<file path="src/sv/tafl_pkg.sv">
// Package with the shared types, codes and constants of the timed alpha fade block.
package tafl_pkg;

  // Event kinds carried by an input beat.
  typedef enum logic [1:0] {
    KIND_SET_TARGET = 2'd0,
    KIND_AUTHORIZE  = 2'd1,
    KIND_REVOKE     = 2'd2,
    KIND_ADVANCE    = 2'd3
  } kind_t;

  // Configuration register indexes.
  localparam int CFG_INDEX_W = 2;
  localparam logic [CFG_INDEX_W-1:0] CFG_FADE_DURATION      = 2'd0;
  localparam logic [CFG_INDEX_W-1:0] CFG_STALE_BOUND        = 2'd1;
  localparam logic [CFG_INDEX_W-1:0] CFG_INTERACTION_CUTOFF = 2'd2;

  // Register reset values.
  localparam logic [15:0] FADE_DURATION_RESET      = 16'd250;
  localparam logic [31:0] STALE_BOUND_RESET        = 32'd2000;
  localparam logic [7:0]  INTERACTION_CUTOFF_RESET = 8'd128;

  // Serial multiply and divide lengths of the fade unit.
  localparam int MUL_STEPS = 8;
  localparam int DIV_STEPS = 24;
  localparam int CNT_W     = 5;

  // Top level sequencer states.
  typedef enum logic [1:0] {
    ST_IDLE,
    ST_EVAL,
    ST_FADE,
    ST_EMIT
  } top_state_t;

  // Fade unit states.
  typedef enum logic [1:0] {
    FU_IDLE,
    FU_MUL,
    FU_DIV,
    FU_FIN
  } fade_state_t;

  // Request to the fade unit.
  typedef struct packed {
    logic        go;
    logic [7:0]  from_level;
    logic [7:0]  to_level;
    logic [31:0] elapsed;
  } fade_req_t;

  // Answer of the fade unit.
  typedef struct packed {
    logic       done;
    logic [7:0] level;
  } fade_rsp_t;

endpackage

</file>
<file path="src/sv/tafl_event_if.sv">
// Interface of the input event channel.
interface tafl_event_if;
  logic               valid;
  logic               ready;
  tafl_pkg::kind_t    kind;
  logic [7:0]         target_level;
  logic [31:0]        time_stamp;

  modport source (output valid, kind, target_level, time_stamp, input ready);
  modport sink   (input valid, kind, target_level, time_stamp, output ready);
endinterface

</file>
<file path="src/sv/tafl_result_if.sv">
// Interface of the result channel.
interface tafl_result_if;
  logic       valid;
  logic       ready;
  logic [7:0] level;
  logic       changed;
  logic       interactive;

  modport source (output valid, level, changed, interactive, input ready);
  modport sink   (input valid, level, changed, interactive, output ready);
endinterface

</file>
<file path="src/sv/tafl_cfg_if.sv">
// Interface of the configuration write channel.
interface tafl_cfg_if;
  logic                             valid;
  logic                             ready;
  logic [tafl_pkg::CFG_INDEX_W-1:0] index;
  logic [31:0]                      data;

  modport source (output valid, index, data, input ready);
  modport sink   (input valid, index, data, output ready);
endinterface

</file>
<file path="src/sv/tafl_fade_unit.sv">
// Fade unit: bit-serial multiply and restoring divide for the rounded linear fade.
module tafl_fade_unit (
  input  logic                clk,
  input  logic                rst,
  input  logic [15:0]         duration,
  input  tafl_pkg::fade_req_t req,
  output tafl_pkg::fade_rsp_t rsp
);
  import tafl_pkg::*;

  fade_state_t state, state_next;

  logic [7:0]       from_level;
  logic [7:0]       to_level;
  logic [15:0]      dur;
  logic             take_goal;
  logic [7:0]       mcand;
  logic [23:0]      addend;
  logic [23:0]      acc;
  logic [15:0]      rem;
  logic [CNT_W-1:0] cnt;

  logic        shortcut;
  logic [7:0]  span;
  logic [16:0] rem_sh;
  logic        fits;
  logic [16:0] rem_diff;
  logic [24:0] up_sum;
  logic [7:0]  up_level;
  logic [7:0]  down_level;

  // Goal is taken directly once the fade is over or there is nothing to fade.
  assign shortcut = (req.elapsed >= {16'd0, duration}) || (req.from_level == req.to_level);
  assign span = (req.from_level > req.to_level) ? (req.from_level - req.to_level)
                                                : (req.to_level - req.from_level);

  // One restoring divide step; the remainder always stays below the duration.
  assign rem_sh   = {rem, acc[23]};
  assign fits     = rem_sh >= {1'b0, dur};
  assign rem_diff = rem_sh - {1'b0, dur};

  // Apply the quotient as a step up or down with saturation.
  assign up_sum     = {17'd0, from_level} + {1'b0, acc};
  assign up_level   = (up_sum > 25'd255) ? 8'd255 : up_sum[7:0];
  assign down_level = (acc > {16'd0, from_level}) ? 8'd0 : (from_level - acc[7:0]);

  assign rsp.done  = (state == FU_FIN);
  assign rsp.level = take_goal ? to_level :
                     (from_level < to_level) ? up_level : down_level;

  // State register.
  always_ff @(posedge clk) begin
    if (rst) begin
      state <= FU_IDLE;
    end else begin
      state <= state_next;
    end
  end

  // Next state.
  always_comb begin
    state_next = state;
    case (state)
      FU_IDLE: begin
        if (req.go) begin
          state_next = shortcut ? FU_FIN : FU_MUL;
        end
      end
      FU_MUL: begin
        if (cnt == CNT_W'(MUL_STEPS - 1)) begin
          state_next = FU_DIV;
        end
      end
      FU_DIV: begin
        if (cnt == CNT_W'(DIV_STEPS - 1)) begin
          state_next = FU_FIN;
        end
      end
      FU_FIN: begin
        state_next = FU_IDLE;
      end
      default: begin
        state_next = FU_IDLE;
      end
    endcase
  end

  // Datapath: the accumulator starts at half the duration for rounding, collects
  // the product one multiplier bit a cycle, then turns into the quotient.
  always_ff @(posedge clk) begin
    case (state)
      FU_IDLE: begin
        if (req.go) begin
          from_level <= req.from_level;
          to_level   <= req.to_level;
          dur        <= duration;
          take_goal  <= shortcut;
          mcand      <= span;
          addend     <= {8'd0, req.elapsed[15:0]};
          acc        <= {9'd0, duration[15:1]};
          rem        <= '0;
          cnt        <= '0;
        end
      end
      FU_MUL: begin
        if (mcand[0]) begin
          acc <= acc + addend;
        end
        addend <= {addend[22:0], 1'b0};
        mcand  <= {1'b0, mcand[7:1]};
        cnt    <= (cnt == CNT_W'(MUL_STEPS - 1)) ? '0 : cnt + 1'b1;
      end
      FU_DIV: begin
        rem <= fits ? rem_diff[15:0] : rem_sh[15:0];
        acc <= {acc[22:0], fits};
        cnt <= cnt + 1'b1;
      end
      default: begin
      end
    endcase
  end

endmodule

</file>
<file path="src/sv/timed_alpha_fade_with_lease_top.sv">
// Top level of the timed alpha fade with lease block.
//
//  channel  modport  beat carries
//  ev       sink     kind, target_level, time_stamp
//  res      source   level, changed, interactive
//  cfg      sink     index, data (register write)
//
// One event is in work at a time. An accepted event is evaluated in ST_EVAL;
// set target, authorize, revoke and an advance before the first start then go
// straight to ST_EMIT, while an advance after the start waits in ST_FADE for the
// fade unit's 8-step serial multiply and 24-step restoring divide (an advance
// that lands on the goal directly skips both). Reset clears the sequencer and
// block state and loads the register reset values. A result beat waits in the
// output register while the next event is accepted and worked on; it is held only at the final step.
module timed_alpha_fade_with_lease_top (
  input logic         clk,
  input logic         rst,
  tafl_event_if.sink  ev,
  tafl_result_if.source res,
  tafl_cfg_if.sink    cfg
);
  import tafl_pkg::*;

  top_state_t state, state_next;

  // Configuration registers.
  logic [15:0] fade_duration;
  logic [31:0] stale_bound;
  logic [7:0]  interaction_cutoff;

  // Block state.
  logic        started;
  logic        leased;
  logic [7:0]  current_level;
  logic [7:0]  start_level;
  logic [7:0]  goal_level;
  logic [31:0] fade_start_time;
  logic [31:0] lease_time;

  logic        started_next;
  logic        leased_next;
  logic [7:0]  current_level_next;
  logic [7:0]  start_level_next;
  logic [7:0]  goal_level_next;
  logic [31:0] fade_start_time_next;
  logic [31:0] lease_time_next;

  // Held event.
  kind_t       ev_kind;
  logic [7:0]  ev_target;
  logic [31:0] ev_time;

  logic        changed;
  logic        stale;
  logic        need_fade;

  // Output register.
  logic        out_valid;
  logic [7:0]  out_level;
  logic        out_changed;
  logic        out_interactive;
  logic        load_out;

  fade_req_t   fade_req;
  fade_rsp_t   fade_rsp;

  tafl_fade_unit u_fade (
    .clk      (clk),
    .rst      (rst),
    .duration (fade_duration),
    .req      (fade_req),
    .rsp      (fade_rsp)
  );

  assign cfg.ready = 1'b1;
  assign ev.ready  = (state == ST_IDLE);

  assign res.valid       = out_valid;
  assign res.level       = out_level;
  assign res.changed     = out_changed;
  assign res.interactive = out_interactive;

  // Configuration writes; an index beyond the list is ignored.
  always_ff @(posedge clk) begin
    if (rst) begin
      fade_duration      <= FADE_DURATION_RESET;
      stale_bound        <= STALE_BOUND_RESET;
      interaction_cutoff <= INTERACTION_CUTOFF_RESET;
    end else if (cfg.valid && cfg.ready) begin
      case (cfg.index)
        CFG_FADE_DURATION:      fade_duration      <= cfg.data[15:0];
        CFG_STALE_BOUND:        stale_bound        <= cfg.data;
        CFG_INTERACTION_CUTOFF: interaction_cutoff <= cfg.data[7:0];
        default: begin
        end
      endcase
    end
  end

  // Lease has gone stale by the wrapped time since the last authorization.
  assign stale = leased && ((ev_time - lease_time) >= stale_bound);

  // Event semantics: the state after the held event, before any fade step.
  always_comb begin
    started_next         = started;
    leased_next          = leased;
    current_level_next   = current_level;
    start_level_next     = start_level;
    goal_level_next      = goal_level;
    fade_start_time_next = fade_start_time;
    lease_time_next      = lease_time;
    case (ev_kind)
      KIND_SET_TARGET: begin
        if (!started) begin
          started_next         = 1'b1;
          leased_next          = 1'b0;
          current_level_next   = 8'd0;
          goal_level_next      = 8'd0;
          lease_time_next      = 32'd0;
          fade_start_time_next = ev_time;
          start_level_next     = 8'd0;
        end
        if (goal_level_next != ev_target) begin
          start_level_next     = current_level_next;
          goal_level_next      = ev_target;
          fade_start_time_next = ev_time;
        end
      end
      KIND_AUTHORIZE: begin
        if (!started) begin
          started_next         = 1'b1;
          current_level_next   = 8'd0;
          start_level_next     = 8'd0;
          goal_level_next      = 8'd0;
          fade_start_time_next = 32'd0;
        end
        leased_next     = 1'b1;
        lease_time_next = ev_time;
        if (goal_level_next != ev_target) begin
          start_level_next     = current_level_next;
          goal_level_next      = ev_target;
          fade_start_time_next = ev_time;
        end
      end
      KIND_REVOKE: begin
        if (started) begin
          leased_next = 1'b0;
          if (goal_level != 8'd0) begin
            start_level_next     = current_level;
            goal_level_next      = 8'd0;
            fade_start_time_next = ev_time;
          end
        end
      end
      KIND_ADVANCE: begin
        if (started && stale) begin
          leased_next = 1'b0;
          if (goal_level != 8'd0) begin
            start_level_next     = current_level;
            goal_level_next      = 8'd0;
            fade_start_time_next = ev_time;
          end
        end
      end
      default: begin
      end
    endcase
  end

  assign need_fade = (ev_kind == KIND_ADVANCE) && started;

  // Fade request is issued in the evaluation cycle from the updated state.
  assign fade_req.go         = (state == ST_EVAL) && need_fade;
  assign fade_req.from_level = start_level_next;
  assign fade_req.to_level   = goal_level_next;
  assign fade_req.elapsed    = ev_time - fade_start_time_next;

  // State register.
  always_ff @(posedge clk) begin
    if (rst) begin
      state <= ST_IDLE;
    end else begin
      state <= state_next;
    end
  end

  // Next state and output load.
  always_comb begin
    state_next = state;
    load_out   = 1'b0;
    case (state)
      ST_IDLE: begin
        if (ev.valid) begin
          state_next = ST_EVAL;
        end
      end
      ST_EVAL: begin
        state_next = need_fade ? ST_FADE : ST_EMIT;
      end
      ST_FADE: begin
        if (fade_rsp.done) begin
          state_next = ST_EMIT;
        end
      end
      ST_EMIT: begin
        if (!out_valid || res.ready) begin
          load_out   = 1'b1;
          state_next = ST_IDLE;
        end
      end
      default: begin
        state_next = ST_IDLE;
      end
    endcase
  end

  // Capture the accepted event beat.
  always_ff @(posedge clk) begin
    if (ev.valid && ev.ready) begin
      ev_kind   <= ev.kind;
      ev_target <= ev.target_level;
      ev_time   <= ev.time_stamp;
    end
  end

  // Block state updates.
  always_ff @(posedge clk) begin
    if (rst) begin
      started         <= 1'b0;
      leased          <= 1'b0;
      current_level   <= 8'd0;
      start_level     <= 8'd0;
      goal_level      <= 8'd0;
      fade_start_time <= 32'd0;
      lease_time      <= 32'd0;
      changed         <= 1'b0;
    end else if (state == ST_EVAL) begin
      started         <= started_next;
      leased          <= leased_next;
      current_level   <= current_level_next;
      start_level     <= start_level_next;
      goal_level      <= goal_level_next;
      fade_start_time <= fade_start_time_next;
      lease_time      <= lease_time_next;
      changed         <= 1'b0;
    end else if ((state == ST_FADE) && fade_rsp.done) begin
      current_level <= fade_rsp.level;
      changed       <= (fade_rsp.level != current_level);
    end
  end

  // Output register: a waiting result beat does not block the next event.
  always_ff @(posedge clk) begin
    if (rst) begin
      out_valid <= 1'b0;
    end else if (load_out) begin
      out_valid <= 1'b1;
    end else if (res.ready) begin
      out_valid <= 1'b0;
    end
  end

  always_ff @(posedge clk) begin
    if (load_out) begin
      out_level       <= current_level;
      out_changed     <= changed;
      out_interactive <= leased && (current_level >= interaction_cutoff);
    end
  end

  // An accepted event is evaluated in the next cycle.
  a_accept_eval: assert property (@(posedge clk) disable iff (rst)
    ev.valid && ev.ready |=> state == ST_EVAL)
    else $error("accepted event not evaluated");

  // The fade unit is started only from the evaluation cycle of an advance.
  a_go_eval: assert property (@(posedge clk) disable iff (rst)
    fade_req.go |-> (state == ST_EVAL) && (ev_kind == KIND_ADVANCE))
    else $error("fade unit started outside an advance");

  // The fade unit answers only while the sequencer waits for it.
  a_done_fade: assert property (@(posedge clk) disable iff (rst)
    fade_rsp.done |-> state == ST_FADE)
    else $error("fade answer while not waiting");

  // Before the first start the block holds no lease and a zero level.
  a_not_started: assert property (@(posedge clk) disable iff (rst)
    !started |-> (current_level == 8'd0) && !leased)
    else $error("state changed before start");

  // A changed flag only comes from an advance.
  a_changed_advance: assert property (@(posedge clk) disable iff (rst)
    load_out && changed |-> ev_kind == KIND_ADVANCE)
    else $error("changed flag outside an advance");

endmodule
</file>
<file path="src/flat_wrapper.sv">
// flat-port wrapper written by rule: the top's interface ports become plain ports
module timed_alpha_fade_with_lease_top_flat import tafl_pkg::*;
  (clk, rst, ev_valid, ev_kind, ev_target_level, ev_time_stamp, ev_ready, res_valid, res_level, res_changed, res_interactive, res_ready, cfg_valid, cfg_index, cfg_data, cfg_ready);
  tafl_event_if ev_i ();
  tafl_result_if res_i ();
  tafl_cfg_if cfg_i ();
  input logic clk;
  input logic rst;
  input wire logic [$bits(ev_i.valid)-1:0] ev_valid;
  input wire logic [$bits(ev_i.kind)-1:0] ev_kind;
  input wire logic [$bits(ev_i.target_level)-1:0] ev_target_level;
  input wire logic [$bits(ev_i.time_stamp)-1:0] ev_time_stamp;
  output wire logic [$bits(ev_i.ready)-1:0] ev_ready;
  output wire logic [$bits(res_i.valid)-1:0] res_valid;
  output wire logic [$bits(res_i.level)-1:0] res_level;
  output wire logic [$bits(res_i.changed)-1:0] res_changed;
  output wire logic [$bits(res_i.interactive)-1:0] res_interactive;
  input wire logic [$bits(res_i.ready)-1:0] res_ready;
  input wire logic [$bits(cfg_i.valid)-1:0] cfg_valid;
  input wire logic [$bits(cfg_i.index)-1:0] cfg_index;
  input wire logic [$bits(cfg_i.data)-1:0] cfg_data;
  output wire logic [$bits(cfg_i.ready)-1:0] cfg_ready;
  assign ev_i.valid = ev_valid;
  assign ev_i.kind = ev_kind;
  assign ev_i.target_level = ev_target_level;
  assign ev_i.time_stamp = ev_time_stamp;
  assign ev_ready = ev_i.ready;
  assign res_valid = res_i.valid;
  assign res_level = res_i.level;
  assign res_changed = res_i.changed;
  assign res_interactive = res_i.interactive;
  assign res_i.ready = res_ready;
  assign cfg_i.valid = cfg_valid;
  assign cfg_i.index = cfg_index;
  assign cfg_i.data = cfg_data;
  assign cfg_ready = cfg_i.ready;
  timed_alpha_fade_with_lease_top u_core (.clk(clk), .rst(rst), .ev(ev_i), .res(res_i), .cfg(cfg_i));
endmodule
</file>
<file path="config.mk">
export PLATFORM = sky130hd
export DESIGN_NAME = timed_alpha_fade_with_lease_top_flat
export DESIGN_NICKNAME = d
export VERILOG_FILES = /design/src/sv/tafl_pkg.sv /design/src/sv/tafl_event_if.sv /design/src/sv/tafl_result_if.sv /design/src/sv/tafl_cfg_if.sv /design/src/sv/tafl_fade_unit.sv /design/src/sv/timed_alpha_fade_with_lease_top.sv /design/src/flat_wrapper.sv
export SDC_FILE = /design/constraint.sdc
export NUM_CORES = 1
export LEC_CHECK = 0
export BUFFER_PORTS_ARGS = -buffer_cell sky130_fd_sc_hd__buf_2
export CELL_PAD_IN_SITES_DETAIL_PLACEMENT = 0
export CELL_PAD_IN_SITES_GLOBAL_PLACEMENT = 1
export CORE_MARGIN = 4
export CORE_UTILIZATION = 48
export DETAILED_ROUTE_END_ITERATION = 16
export PLACE_DENSITY = 0.78
export SETUP_SLACK_MARGIN = 0.15
export SYNTH_ARGS = -nofsm -noshare
export SYNTH_HDL_FRONTEND = slang
export SYNTH_SLANG_ARGS = --single-unit
</file>
<file path="constraint.sdc">
create_clock -name clk -period 10.24 [get_ports clk]
set_input_delay 2.048 -clock clk [delete_from_list [all_inputs] [get_ports clk]]
set_output_delay 2.048 -clock clk [all_outputs]
set_load 0.01 [all_outputs]
</file>
## Yosys cells after proc, flatten, opt, wreduce, memory -nomap -nowiden

Cells that the tools add are included.

- Logic and storage cells: 177
- Output and inout bits: 13
- Flip-flop bits (word level): 314
- Bits of input ports: 81

- Add/sub/neg operators: 9
- Equal/unequal tests: 28
- Muxes and demuxes: 66
- Reduce and logical (&&, ||, !) cells: 37
- Order comparisons: 8

Operator list:

| cell | number |
|---|---|
| two-way mux 32 bit | 8 |
| two-way mux 8 bit | 24 |
| case mux 32 bit (4 select lines) | 1 |
| two-way mux 24 bit | 3 |
| case mux 24 bit (3 select lines) | 1 |
| case mux 32 bit (2 select lines) | 1 |
| case mux 8 bit (4 select lines) | 2 |
| subtractor 32 bit | 2 |
| case mux 24 bit (2 select lines) | 1 |
| greater-or-equal comparator 32 x 16 -> 1 bit | 1 |
| greater-or-equal comparator 32 bit | 1 |
| two-way mux 16 bit | 2 |
| case mux 16 bit (2 select lines) | 1 |
| adder 8 x 24 -> 25 bit | 1 |
| greater-than comparator 25 x 8 -> 1 bit (second input constant) | 1 |
| adder 24 bit | 1 |
| greater-than comparator 24 x 8 -> 1 bit | 1 |
| != test 8 bit | 3 |
| subtractor 8 bit | 3 |
| AND reduction 2 bit | 9 |
| greater-or-equal comparator 17 x 16 -> 1 bit | 1 |
| case mux 2 bit (4 select lines) | 2 |
| case mux 8 bit (2 select lines) | 1 |
| subtractor 16 bit | 1 |
| other kinds (26) | 76 |

## Longest topological paths before layout

- Depth after elaboration: 12
- Gate-level depth with buffers: 49
- Gate-level depth less buffers: 48

## By module

A second synthesis with hierarchy kept.

- Cells, all modules: 2633
- Area total of the unflattened synthesis: 23123.4 sq um

Modules (own cells, without submodules):

| module | cells an instance | times used | area each (sq um) | seq. area each (sq um) |
|---|---|---|---|---|
| timed_alpha_fade_with_lease_top | 1674 | 1 | 13892.1 | 4564.4 |
| tafl_fade_unit | 959 | 1 | 9231.4 | 3343.2 |

## Least setup slack after synthesis

OpenSTA, ideal clock, no wires.

- Path type: register to register
- From: register u_core.ev_time[0]
- To: register u_core.u_fade.state[1]
- Period minus slack after synthesis: 9.385 ns
- Arrival time: 9.250 ns
- Slack: 0.855 ns
- Data required time: 10.106 ns
- Buffers on the path: 2
- Setup time: 0.134 ns
- Stages on the path, launching flop included: 49
- Path through: edfxtp_1 > inv_1 > ha_1 > inv_1 > fa_1 > a21o_1 > a21oi_1 > o21bai_1 > a21oi_1 > a211oi_1 > o41ai_1 > a211o_1 > nand3_1 > a31o_2 > a21oi_1 > xnor2_1 > ha_1 > nand4_1 > (+13 left out) > o21ai_1 > nand2_1 > a21oi_1 > a21o_1 > a21oi_1 > xnor2_1 > ha_1 > and4_1 > o211ai_1 > nor2_1 > a21oi_1 > o41a_1 > nand4b_1 > a2111oi_0 > nand4bb_1 > or4_1 > o41ai_1 > nand3_1

- Word-level cells in the longest chain between the ends: 12
- Elaborated cells on any way between the ends: 22
- Classes of those cells: 2 x add/sub; 2 x order compare; 1 x eq/ne; 14 x mux; 3 x reduce/logical

RTL lines:

| what | RTL line | text |
|---|---|---|
| from (decl) | timed_alpha_fade_with_lease_top.sv:51 | `logic [31:0] ev_time;` |
| from (signal assigned) | timed_alpha_fade_with_lease_top.sv:222 | `ev_time <= ev.time_stamp;` |
| subtractor 32 bit | timed_alpha_fade_with_lease_top.sv:101 | `assign stale = leased && ((ev_time - lease_time) >= stale_bound);` |
| greater-or-equal comparator 32 bit | timed_alpha_fade_with_lease_top.sv:101 |  |
| logical AND 1 bit | timed_alpha_fade_with_lease_top.sv:101 |  |
| logical AND 1 bit | timed_alpha_fade_with_lease_top.sv:156 | `if (started && stale) begin` |
| two-way mux 32 bit | timed_alpha_fade_with_lease_top.sv:156 |  |
| case mux 32 bit (4 select lines) | timed_alpha_fade_with_lease_top.sv:112 | `case (ev_kind)` |
| subtractor 32 bit | timed_alpha_fade_with_lease_top.sv:176 | `assign fade_req.elapsed = ev_time - fade_start_time_next;` |
| greater-or-equal comparator 32 x 16 -> 1 bit | tafl_fade_unit.sv:33 | `assign shortcut = (req.elapsed >= {16'd0, duration}) \|\| (req.from_level == req.to_level);` |
| logical OR 1 bit (*) | tafl_fade_unit.sv:33 |  |
| two-way mux 2 bit (*) | tafl_fade_unit.sv:66 | `state_next = shortcut ? FU_FIN : FU_MUL;` |
| two-way mux 2 bit (*) | tafl_fade_unit.sv:65 | `if (req.go) begin` |
| case mux 2 bit (4 select lines) (*) | tafl_fade_unit.sv:63 | `case (state)` |
| to (signal assigned) | tafl_fade_unit.sv:56 | `state <= state_next;` |
| to (decl) | tafl_fade_unit.sv:11 | `fade_state_t state, state_next;` |

Every way passes the cells marked *; elsewhere a longest branch is shown, timed or not. The select of a mux whose other input is x is not followed.
A chain may end at the register's enable or synchronous reset.

## Worst setup path in the final report

- From: register u_core.ev_time[0]
- To: register u_core.u_fade.state[1]

- Word-level cells in the longest chain between the ends: 12
- Elaborated cells on any way between the ends: 22
- Classes of those cells: 2 x add/sub; 2 x order compare; 1 x eq/ne; 14 x mux; 3 x reduce/logical

RTL lines:

| what | RTL line | text |
|---|---|---|
| subtractor 32 bit | timed_alpha_fade_with_lease_top.sv:101 |  |
| greater-or-equal comparator 32 bit | timed_alpha_fade_with_lease_top.sv:101 |  |
| logical AND 1 bit | timed_alpha_fade_with_lease_top.sv:101 |  |
| logical AND 1 bit | timed_alpha_fade_with_lease_top.sv:156 |  |
| two-way mux 32 bit | timed_alpha_fade_with_lease_top.sv:156 |  |
| case mux 32 bit (4 select lines) (*) | timed_alpha_fade_with_lease_top.sv:112 |  |
| net u_core.fade_start_time_next[0] | timed_alpha_fade_with_lease_top.sv:45 | `logic [31:0] fade_start_time_next;` |
| subtractor 32 bit (*) | timed_alpha_fade_with_lease_top.sv:176 |  |
| greater-or-equal comparator 32 x 16 -> 1 bit (*) | tafl_fade_unit.sv:33 |  |
| logical OR 1 bit (*) | tafl_fade_unit.sv:33 |  |
| two-way mux 2 bit (*) | tafl_fade_unit.sv:66 |  |
| two-way mux 2 bit (*) | tafl_fade_unit.sv:65 |  |
| case mux 2 bit (4 select lines) (*) | tafl_fade_unit.sv:63 |  |

The timed path passes the listed nets; every way through them passes the cells marked *. The select of a mux whose other input is x is not followed.

==> metrics.md <==
| Metric | Value |
|---|---|
| Outcome | `complete, no violations` |
| WP data required | `10.68 ns` |
| Cell count after synthesis | `2732` |
| Worst Setup Path Type | `reg -> reg` |
| Critical path peak fanout | `5` |
| Core area | `0.04685 mm²` |
| Pre-antenna DRT Iters | `5` |
| Synth top area share | `0.2121` |
| Routed met1 length | `30960 µm` |
| IO Count | `94` |
| RSZ-0062 raised after global routing | `no` |
| GRT overflow | `0` |
| Pwr dens | `294.4 mW/mm²` |
| Reg2reg end | `u_core.u_fade.state[1]$_SDFFE_PP0P_` |
| Synth-to-Final Area Change | `11.67%` |
| Post-route worst setup slack | `0.7098 ns` |
| Synth unique cells | `88` |
| Drt total wl | `68710 µm` |
| Max layer used | `met4` |
| Reg2Reg Setup Slack | `0.71 ns` |
| Die area | `0.05134 mm²` |
| Critical path arrival | `9.97 ns` |
| CTS tree | `done` |
| Mapped cell area | `0.02293 mm²` |
| Async SR Flop Fraction | `0` |
| Setup crit end kind | `flip-flop` |
| GPL Wtd Cong | `0.9206` |
| Number of max-cap violations | `0` |
| Worst-Margin Slew | `1.177 ns` |
| Largest net degree at the start of global routing | `84` |
| Clock buffer count from CTS | `38` |
| Routed Antenna Nets | `0` |
| # fillers | `4344` |
| WHS Endpoint | `u_core.u_fade.dur[7]$_DFFE_PP_` |
| First-pass GRT wire length | `107200 µm` |
| Layout Nets | `3077` |
| Top FF cell, synth | `edfxtp_1` |
| Most common cell on crit path | `a21oi_2` |
| WL met2 | `31950 µm` |
| Routed vias/inst | `5.975` |
| Final Util | `0.5466` |
| Width of the die | `226.6 µm` |
| Vias in the first global route | `19500` |
| Startpoint Class | `flip-flop` |
| Pre-CTS WS | `-0.08689 ns` |
| Detail Placement HPWL | `50520 µm` |
| Critical path's largest stage delay | `0.50 ns` |
| Synth warn | `0` |
| Synth Register Bits | `314` |
| Die H | `226.6 µm` |
| Site row count | `79` |
| Final Hold Fails | `0` |
| Worst-Skew Late Latency | `0.57 ns` |
| Slew Viols, Final | `0` |
| Syn_area_per_cell | `8.394 µm²` |
| Initial core utilization | `0.4895` |
| Fraction of layout cells with a size suffix above 1 | `0.1091` |
| DR vias | `20390` |
| Final worst path period share | `0.9307` |
| Antenna Cells | `0` |
| Clk_skew | `0.02316 ns` |
| Area leader, netlist | `edfxtp_1` |
| Max Clk Rate | `104.9 MHz` |
| Detailed Route Iter0 Violations | `1577` |
| # port buffers | `92` |
| Root Driver | `clkbuf_16` |
| Worst r2r src | `u_core.ev_time[0]$_DFFE_PP_` |
| Post-synth EDFFs | `162` |
| Worst-path clk slew | `0.06 ns` |
| Cell depth of the worst hold path | `0` |
| Static Leak | `10.02 nW` |
| Hold Path Origin | `u_core.fade_duration[7]$_SDFFE_PP1P_` |
| H-tree Lvls | `2` |
| Count leader, synth | `a21oi_1` |
| DRC | `0` |
| Total track usage | `0.2608` |
| Clock tree buffer depth | `3` |
| Worst slew margin | `0.2155` |
| Worst vdd ir | `175.2 µV` |
| Fin crit period | `9.530 ns` |
| Slowest CP cell | `or4_1` |
| Hold crit path type | `reg -> reg` |
| Top cells by area, synth | `edfxtp_1 (21%), dfxtp_1 (13%), ha_1 (12%)` |
| Initial antenna violation count | `0` |
| Clock net sink count | `314` |
| Reg2Reg Depth | `50` |
| Sequential share of the synthesized area | `0.3448` |
| Mapped Nets | `3033` |
| Commonest cells in the netlist | `a21oi_1 (349), nand2_1 (295), nor2_1 (216), ha_1 (212), inv_1 (207)` |
| Met3 Routed Length | `2990 µm` |
| Final setup viols | `0` |
| Routed WL per cell | `20.14 µm` |
## kinds of logic after synthesis
logic type	Yosys count	synth area share
compound gates	853	0.2374
xor+xnor	102	0.03895
fa+ha+maj	220	0.1226
buf+inv	342	0.05641
flops	314	0.3448
mux	61	0.02744
other cells	1	0.0001635
simple gates	839	0.1722
## metal layers
metal	vias up	GRT usage
met5	-	0
met4	0	0.1053
met2	534	0.4356
met1	9741	0.3462
li1	10000	-
met3	110	0.03081
## timing repair
action	CTS	global route
pin swaps	0	16
resized for setup	10	51
setup endpoints to repair	2	2
buffers inserted	0	5
hold buffers	0	0
## worst max-delay path, delay by kind of cell, from the launching register on
family,cells,cell delay [ns]
simple gates,11,1.78
compound gates,26,4.89
fa+ha+maj,6,1.53
flops,1,0.40
buf+inv,5,0.57
xor+xnor,2,0.26
## layout by cell type, fill, tap and decap left out, drive strengths merged, types with 15 or more instances in the layout
cell / n
o21a: 40
mux2i: 46
edfxtp: 162
nand4: 17
a22oi: 20
mux2: 15
nor3: 34
nor4: 15
a2bb2oi: 34
xor2: 35
nand2b: 23
nor2: 216
a221oi: 21
a21o: 44
a211oi: 31
and3: 24
o21ai: 128
a311oi: 35
dfxtp: 152
nor3b: 36
buf: 138
nor2b: 21
a21oi: 350
ha: 212
inv: 210
nand2: 295
clkbuf: 52
o211ai: 20
xnor2: 67
nand3: 85
and2: 24
a31oi: 18
## how the worst max path moves through the flow
stage                                 from                                  end  slack, ns
5_1_grt        u_core.ev_time[6]$_DFFE_PP_  u_core.u_fade.state[1]$_SDFFE_PP0P_       0.09
4_1_cts        u_core.ev_time[0]$_DFFE_PP_  u_core.u_fade.state[1]$_SDFFE_PP0P_       0.20
3_3_place_gp   u_core.ev_time[0]$_DFFE_PP_  u_core.u_fade.state[1]$_SDFFE_PP0P_       0.30
6_report       u_core.ev_time[0]$_DFFE_PP_  u_core.u_fade.state[1]$_SDFFE_PP0P_       0.71
3_5_place_dp   u_core.ev_time[0]$_DFFE_PP_  u_core.u_fade.state[1]$_SDFFE_PP0P_      -0.09
2_1_floorplan  u_core.ev_time[0]$_DFFE_PP_  u_core.u_fade.state[1]$_SDFFE_PP0P_       0.86
## per-stage QoR
| stage | total power, mW | hold slack (ns) | setup TNS, ns | instance area, µm² | cells |
|---|---|---|---|---|---|
| after detailed placement | 5.984 | 0.4172 | -0.08689 | 24010 | 3338 |
| after floorplan | 4.923 | 0.4082 | 0 | 22930 | 2732 |
| after global placement | 5.912 | 0.4141 | 0 | 24010 | 3338 |
| after CTS | 7.402 | 0.4311 | 0 | 25320 | 3407 |
| after global routing | 8.115 | 0.4445 | 0 | 25610 | 3412 |
| final | 7.540 | 0.4292 | 0 | 25610 | 3412 |
## sequential cells by signal (all words and copies together) (netlist names), 16 cells and up
signal                  count
u_core.ev_time             32
u_core.fade_duration       16
u_core.fade_start_time     32
u_core.lease_time          32
u_core.stale_bound         32
u_core.u_fade.acc          24
u_core.u_fade.addend       24
u_core.u_fade.dur          16
u_core.u_fade.rem          16
## report_power, final
part           switching [mW]  internal [mW]  leakage, nW
clock                   0.568          0.804        0.619
combinational            2.47           1.70         6.65
sequential              0.298           1.70         2.75
total                    3.34           4.20         10.0
## cell type report
cell class / count / area, µm² / share of cell area
Multi-Input combinational cell: 2076 / 14070 / 0.5496
Sequential cell: 314 / 7908 / 0.3088
Clock buffer: 52 / 1095 / 0.04275
Timing Repair Buffer: 138 / 828.3 / 0.03234
Inverter: 208 / 780.7 / 0.03049
Tap cell: 607 / 759.5 / 0.02966
Clock inverter: 17 / 163.9 / 0.006400
Note: power is estimated with default switching activity, not from simulation.
